**src/yrgb_pkg.sv**
```systemverilog
// ----------------------------------------------------------------------------
// YUV422 to RGB565 converter - package
// Register map, output format codes and conversion constants.
// ----------------------------------------------------------------------------
`timescale 1ns / 1ps

package yrgb_pkg;

    // register word index (paddr[3:2])
    localparam logic [1:0] REG_OUT_FORMAT   = 2'd0;
    localparam logic [1:0] REG_CHROMA_ORDER = 2'd1;
    localparam logic [1:0] REG_ROW_WIDTH    = 2'd2;

    localparam int PADDR_W = 4;
    localparam int PDATA_W = 32;

    // out_format codes
    localparam logic [1:0] FMT_BINARY = 2'd0;
    localparam logic [1:0] FMT_GRAY   = 2'd1;
    localparam logic [1:0] FMT_RGB565 = 2'd2;

    localparam logic ORDER_YUV = 1'b0;

    localparam int              ROW_WIDTH_W     = 13;
    localparam logic [12:0]     ROW_WIDTH_RESET = 13'd320;
    localparam logic [7:0]      CHROMA_NEUTRAL  = 8'h80;

    // fixed-point color terms, scaled by 128
    localparam logic signed [16:0] COEF_RV = 17'sd179;
    localparam logic signed [16:0] COEF_GV = 17'sd91;
    localparam logic signed [16:0] COEF_GU = 17'sd44;
    localparam logic signed [16:0] COEF_BU = 17'sd227;

endpackage

```
**src/yuv422_row_to_rgb565_top.sv**
```systemverilog
// ----------------------------------------------------------------------------
// YUV422 row to RGB565 converter - top level
// Converts one packed YUV422 pixel pair per word into two binary, gray or
// RGB565 pixels, tracking row position for odd row widths.
// ----------------------------------------------------------------------------
// Usage: one pixel-pair word is taken every clock and its result comes out
// through the input register, then the result register; the rate of one
// word per cycle holds as long as the output side does not stall. Program
// out_format, chroma_order and row_width over APB only while the block is
// empty. A row of odd width ends with a lone pixel (second_valid low) that
// borrows the odd chroma of the previous pair; a one-pixel row uses neutral
// chroma. row_width 0 acts as 1 and widths above MAX_WIDTH are clipped.
`timescale 1ns / 1ps

module yuv422_row_to_rgb565_top
    import yrgb_pkg::*;
#(
    parameter int MAX_WIDTH = 4096
)
(
    input  logic                 clk,
    input  logic                 rst_n,
    // APB configuration
    input  logic                 psel,
    input  logic                 penable,
    input  logic                 pwrite,
    input  logic [PADDR_W-1:0]   paddr,
    input  logic [PDATA_W-1:0]   pwdata,
    output logic [PDATA_W-1:0]   prdata,
    output logic                 pready,
    // input words
    input  logic                 in_valid,
    output logic                 in_stall,
    input  logic [7:0]           luma_even,
    input  logic [7:0]           chroma_even,
    input  logic [7:0]           luma_odd,
    input  logic [7:0]           chroma_odd,
    // output words
    output logic                 out_valid,
    input  logic                 out_stall,
    output logic [15:0]          pixel_first,
    output logic [15:0]          pixel_second,
    output logic                 second_valid,
    output logic                 row_end
);

    localparam int WW    = $clog2(MAX_WIDTH + 1);
    localparam int CMP_W = (WW > ROW_WIDTH_W) ? WW : ROW_WIDTH_W;

    // configuration
    logic [1:0]             out_format_reg;
    logic                   chroma_order_reg;
    logic [ROW_WIDTH_W-1:0] row_width_reg;
    logic                   cfg_write;

    // row tracking
    logic [WW-1:0]          column_reg;
    logic [WW-1:0]          column_next;
    logic [7:0]             prior_reg;
    logic [7:0]             prior_next;

    // input stage
    logic                   s1_valid_reg;
    logic [7:0]             s1_y0_reg;
    logic [7:0]             s1_y1_reg;
    logic [7:0]             s1_c0_reg;
    logic [7:0]             s1_c1_reg;
    logic                   s1_lone_reg;
    logic                   s1_end_reg;

    // result stage
    logic                   out_valid_reg;
    logic [15:0]            pix0_reg;
    logic [15:0]            pix1_reg;
    logic                   second_reg;
    logic                   end_reg;

    logic                   out_free;
    logic                   s1_free;
    logic                   in_accept;

    logic [CMP_W-1:0]       rw_ext;
    logic [CMP_W-1:0]       w_cmp;
    logic [WW-1:0]          w_eff;
    logic [WW-1:0]          col_eff;
    logic [WW:0]            col_sum;
    logic                   single;
    logic                   lone;
    logic                   end_pair;
    logic [7:0]             c0_sel;
    logic [7:0]             c1_sel;

    logic signed [7:0]      s0;
    logic signed [7:0]      s1;
    logic signed [7:0]      u;
    logic signed [7:0]      v;
    logic signed [16:0]     ry_prod;
    logic signed [16:0]     gy_prod;
    logic signed [16:0]     by_prod;
    logic signed [10:0]     ry;
    logic signed [10:0]     gy;
    logic signed [10:0]     by;
    logic [15:0]            pix0_next;
    logic [15:0]            pix1_next;

    function automatic logic [7:0] sat8(input logic signed [10:0] val);
        logic [7:0] res;
        if (val < 0)
        begin
            res = 8'd0;
        end
        else if (val > 11'sd255)
        begin
            res = 8'd255;
        end
        else
        begin
            res = val[7:0];
        end
        return res;
    endfunction

    function automatic logic [15:0] convert(
        input logic [1:0]         fmt,
        input logic [7:0]         y,
        input logic signed [10:0] r_off,
        input logic signed [10:0] g_off,
        input logic signed [10:0] b_off
    );
        logic signed [10:0] y_s;
        logic [7:0]         r;
        logic [7:0]         g;
        logic [7:0]         b;
        logic [15:0]        res;
        y_s = signed'({3'b000, y});
        r   = sat8(y_s + r_off);
        g   = sat8(y_s - g_off);
        b   = sat8(y_s + b_off);
        unique case (fmt)
            FMT_BINARY: res = {15'd0, y[7]};
            FMT_GRAY:   res = {8'd0, y};
            FMT_RGB565: res = {r[7:3], g[7:2], b[7:3]};
            default:    res = 16'd0;
        endcase
        return res;
    endfunction

    // ------------------------------------------------------------------
    // APB registers
    // ------------------------------------------------------------------
    assign pready    = 1'b1;
    assign cfg_write = psel && penable && pwrite;

    always_ff @(posedge clk or negedge rst_n)
    begin
        if (!rst_n)
        begin
            out_format_reg   <= FMT_RGB565;
            chroma_order_reg <= ORDER_YUV;
            row_width_reg    <= ROW_WIDTH_RESET;
        end
        else if (cfg_write)
        begin
            unique case (paddr[3:2])
                REG_OUT_FORMAT:   out_format_reg   <= pwdata[1:0];
                REG_CHROMA_ORDER: chroma_order_reg <= pwdata[0];
                REG_ROW_WIDTH:    row_width_reg    <= pwdata[ROW_WIDTH_W-1:0];
                default:          ;
            endcase
        end
    end

    always_comb
    begin
        unique case (paddr[3:2])
            REG_OUT_FORMAT:   prdata = {30'd0, out_format_reg};
            REG_CHROMA_ORDER: prdata = {31'd0, chroma_order_reg};
            REG_ROW_WIDTH:    prdata = {{(PDATA_W-ROW_WIDTH_W){1'b0}}, row_width_reg};
            default:          prdata = '0;
        endcase
    end

    // ------------------------------------------------------------------
    // Flow control: the input stage moves when empty or when the output frees up
    // ------------------------------------------------------------------
    assign out_free  = !out_valid_reg || !out_stall;
    assign s1_free   = !s1_valid_reg || out_free;
    assign in_stall  = !s1_free;
    assign in_accept = in_valid && s1_free;

    // ------------------------------------------------------------------
    // Row position and chroma selection
    // ------------------------------------------------------------------
    always_comb
    begin
        rw_ext = CMP_W'(row_width_reg);
        if (rw_ext == '0)
        begin
            w_cmp = CMP_W'(1);
        end
        else if (rw_ext > CMP_W'(MAX_WIDTH))
        begin
            w_cmp = CMP_W'(MAX_WIDTH);
        end
        else
        begin
            w_cmp = rw_ext;
        end
        w_eff = WW'(w_cmp);

        // width shrunk below the current column: start a new row
        col_eff  = (column_reg >= w_eff) ? '0 : column_reg;
        col_sum  = {1'b0, col_eff} + (WW+1)'(2);
        single   = (w_eff == WW'(1));
        lone     = (({1'b0, col_eff} + (WW+1)'(1)) == {1'b0, w_eff});
        end_pair = (col_sum >= {1'b0, w_eff});

        c0_sel = single ? CHROMA_NEUTRAL : chroma_even;
        if (!lone)
        begin
            c1_sel = chroma_odd;
        end
        else if (single)
        begin
            c1_sel = CHROMA_NEUTRAL;
        end
        else
        begin
            c1_sel = prior_reg;
        end

        column_next = (lone || end_pair) ? '0 : col_sum[WW-1:0];
        prior_next  = lone ? prior_reg : chroma_odd;
    end

    always_ff @(posedge clk or negedge rst_n)
    begin
        if (!rst_n)
        begin
            column_reg   <= '0;
            prior_reg    <= CHROMA_NEUTRAL;
            s1_valid_reg <= 1'b0;
        end
        else
        begin
            if (in_accept)
            begin
                column_reg <= column_next;
                prior_reg  <= prior_next;
            end
            if (s1_free)
            begin
                s1_valid_reg <= in_valid;
            end
        end
    end

    always_ff @(posedge clk)
    begin
        if (in_accept)
        begin
            s1_y0_reg   <= luma_even;
            s1_y1_reg   <= luma_odd;
            s1_c0_reg   <= c0_sel;
            s1_c1_reg   <= c1_sel;
            s1_lone_reg <= lone;
            s1_end_reg  <= lone || end_pair;
        end
    end

    // ------------------------------------------------------------------
    // Color conversion
    // ------------------------------------------------------------------
    always_comb
    begin
        s0 = signed'(s1_c0_reg ^ CHROMA_NEUTRAL);
        s1 = signed'(s1_c1_reg ^ CHROMA_NEUTRAL);
        if (chroma_order_reg == ORDER_YUV)
        begin
            u = s0;
            v = s1;
        end
        else
        begin
            u = s1;
            v = s0;
        end

        ry_prod = COEF_RV * 17'(v);
        gy_prod = (COEF_GU * 17'(u)) + (COEF_GV * 17'(v));
        by_prod = COEF_BU * 17'(u);

        // arithmetic shift gives floor division by 128
        ry = 11'(ry_prod >>> 7);
        gy = 11'(gy_prod >>> 7);
        by = 11'(by_prod >>> 7);

        pix0_next = convert(out_format_reg, s1_y0_reg, ry, gy, by);
        pix1_next = s1_lone_reg ? 16'd0 : convert(out_format_reg, s1_y1_reg, ry, gy, by);
    end

    always_ff @(posedge clk or negedge rst_n)
    begin
        if (!rst_n)
        begin
            out_valid_reg <= 1'b0;
        end
        else if (out_free)
        begin
            out_valid_reg <= s1_valid_reg;
        end
    end

    always_ff @(posedge clk)
    begin
        if (out_free && s1_valid_reg)
        begin
            pix0_reg   <= pix0_next;
            pix1_reg   <= pix1_next;
            second_reg <= !s1_lone_reg;
            end_reg    <= s1_end_reg;
        end
    end

    assign out_valid    = out_valid_reg;
    assign pixel_first  = pix0_reg;
    assign pixel_second = pix1_reg;
    assign second_valid = second_reg;
    assign row_end      = end_reg;

endmodule

```
**config.mk**
```make
export PLATFORM = sky130hd
export DESIGN_NAME = yuv422_row_to_rgb565_top
export DESIGN_NICKNAME = d
export VERILOG_FILES = /design/src/yrgb_pkg.sv /design/src/yuv422_row_to_rgb565_top.sv
export SDC_FILE = /design/constraint.sdc
export NUM_CORES = 1
export LEC_CHECK = 0
export BUFFER_PORTS_ARGS = -buffer_cell sky130_fd_sc_hd__buf_2
export CORE_AREA = 3 3 149 151
export CTS_CLUSTER_SIZE = 14
export DETAILED_ROUTE_END_ITERATION = 12
export DIE_AREA = 0 0 152 154
export PLACE_DENSITY = 0.86
export SLEW_MARGIN = 20
export SYNTH_ARGS = -nofsm -noshare
export SYNTH_HDL_FRONTEND = slang
export SYNTH_SLANG_ARGS = --single-unit
```
**constraint.sdc**
```tcl
create_clock -name clk -period 16.9 [get_ports clk]
set_input_delay 0 -clock clk [delete_from_list [all_inputs] [get_ports clk]]
set_output_delay 0 -clock clk [all_outputs]
set_load 0.05 [all_outputs]
```
==> run metrics <==
top post-synthesis cells by area=ha_1 (20%), edfxtp_1 (16%), fa_1 (9.1%), dfrtp_1 (7.0%), inv_1 (5.1%); hold bufs inserted after CTS=48; # resized after CTS=0; largest net degree at the start of global routing=50; TritonCTS Sinks=107; Final Cycle Share=53.4%; top cell type by total area after synthesis=ha_1; post-synth cell types=80; Mapped Area=0.0125 mm²; wire per inst=17.6 µm; vias in the first global route=10500; CP dominant cell by count=inv_1; CP endpoint kind=flop; initial antenna violation count=0; clock buffer count from CTS=9; CTS tree=yes; cell count after synthesis=1323; most instantiated library cell after synthesis=ha_1; final setup skew=0.0173 ns; CP max stage cell=fa_1; ant diodes=0; CP Data Arrival Time=9.12 ns; synthesis-stage register bit count=107; die width=152 µm; number of synthesized flops with an enable pin=68; Initial Util=59.8%; drt first pass iters=5; DRC viols=0; Die Y=154 µm; Worst-Skew Late Latency=0.37 ns; status=finished clean; H-tree depth=3; Clock Tree Root=clkbuf_16; remaining global-route overflow=0; CP Data Required Time=17.00 ns; Seq/Total Area, Yosys=24.1%; hold crit path type=primary input to flop; die area=0.0234 mm²; # IOs=144; crit path max fanout=18; Synth Flop Type=edfxtp_1; vias per inst=5.86; Synth async-reset ratio=36.4%; Final Setup Violations=0; Tot GR Track Use=26.3%; HPWL after detailed placement=23900 µm; clock period minus final worst setup slack=9.03 ns; Synth top cells by count=ha_1 (203), inv_1 (170), nand2_1 (89); area grow syn2layout=11.9%; RSZ-0062 raised after global routing=false; max-slew violations=0; row count=53; Mean Syn Cell Area=9.47 µm²; Iter 0 DRT Violations=617; fraction of layout instances using a drive strength above 1=13.1%; Hold Violations, Final=0; RD Place Congestion=0.980; port bufs=102; global-route wire length before repair=50800 µm; Setup Total Neg Slack=0 ns; total routed wirelength=30600 µm; Tightest Pin Transition=1.03 ns; clk buf depth=2; Via Count=10200; area fraction of the dominant cell type after synthesis=20.3%; CP Class=flop to flop; slowest stage delay, CP=0.55 ns; CP startpoint kind=flop; clk slew on worst S/H paths=0.08 ns; setup bufs post-CTS=0; DRT antenna net count=0; Max Fclk=0.111 GHz; Nets=1792; Slew headroom=31.0%; Max-cap violations=0; warnings from Yosys=0; fill count=1642; core area=0.0210 mm²
## final timing paths
check                                  from          endpoint  slack (ns)  depth (start not counted)
max reg2reg                chroma_order_reg    pixel_first[6]        7.87                         32
max in group asynchronous             rst_n  chroma_order_reg       16.00                          2
max                        chroma_order_reg    pixel_first[6]        7.87                         32
min reg2reg                      s1_end_reg           row_end        0.44                          0
min                                paddr[2]  chroma_order_reg        0.02                          3
min in group asynchronous             rst_n      prior_reg[4]        0.30                          2
## worst max-delay path, delay by kind of cell, from the launching register on
kind,cells,cell delay (ns)
AOI/OAI and AO/OA,7,1.59
xor gates and xnor gates,2,0.54
adders and majority gates,12,4.73
buffers and inverters,7,0.80
DFF,1,0.33
muxes,1,0.38
and+or+nand+nor,3,0.37
## layout by cell type (no fill, tap or decap), types with 20 or more instances in the layout
cell	instances
ha_1	203
a21oi_1	78
a21o_1	22
nand2_1	89
conb_1	20
fa_1	57
o21ai_0	42
inv_1	169
edfxtp_1	68
xnor2_1	67
dfrtp_1	35
nor2b_1	43
nor3_1	22
nand3_1	21
buf_2	102
xor2_1	25
nor2_1	54
and2_1	21
dlygate4sd3_1	48
mux2_2	33
## stage by stage
stage               std cells  util [%]  hold WS (ns)  setup slack, ns  cell area [µm²]
finish                   1737      66.9        0.0237             7.87            14000
global route             1737      66.9        0.0392             7.36            14000
CTS                      1736      66.7        0.0211             7.85            14000
detailed placement       1672      62.9         0.179             7.85            13200
global placement         1672      62.9         0.178             8.06            13200
floorplan                1341         -        -0.296             8.35            12600
## area by class of cell
cell class	count	area, µm²	share of cell area, %
well taps	275	344	2.45
multi-input cells	1013	8650	61.7
inverters	171	642	4.58
flip-flops and latches	107	3020	21.6
clock buffers	10	229	1.63
repair buffers	155	1050	7.48
clock inverters	6	83.8	0.598
## per-layer routing
layer	GRT usage [%]	up-vias	share of wire, %
li1	-	4851	-
met1	31.7	4880	40
met2	46.6	346	50
met3	4.36	102	6.2
met4	11.5	0	4.1
met5	0	-	0
## logic make-up after synthesis
kind of cell / after synthesis / share of synthesized area (%)
and+or+nand+nor: 322 / 13.0
buffers and inverters: 221 / 7.60
AOI/OAI and AO/OA: 257 / 13.8
adders and majority gates: 268 / 30.0
xor gates and xnor gates: 93 / 6.61
other: 2 / 0.0599
DFF: 107 / 24.1
muxes: 53 / 4.72
Power is not shown: default switching activity piles up to over one toggle a cycle in this logic, so the estimate is an artifact.
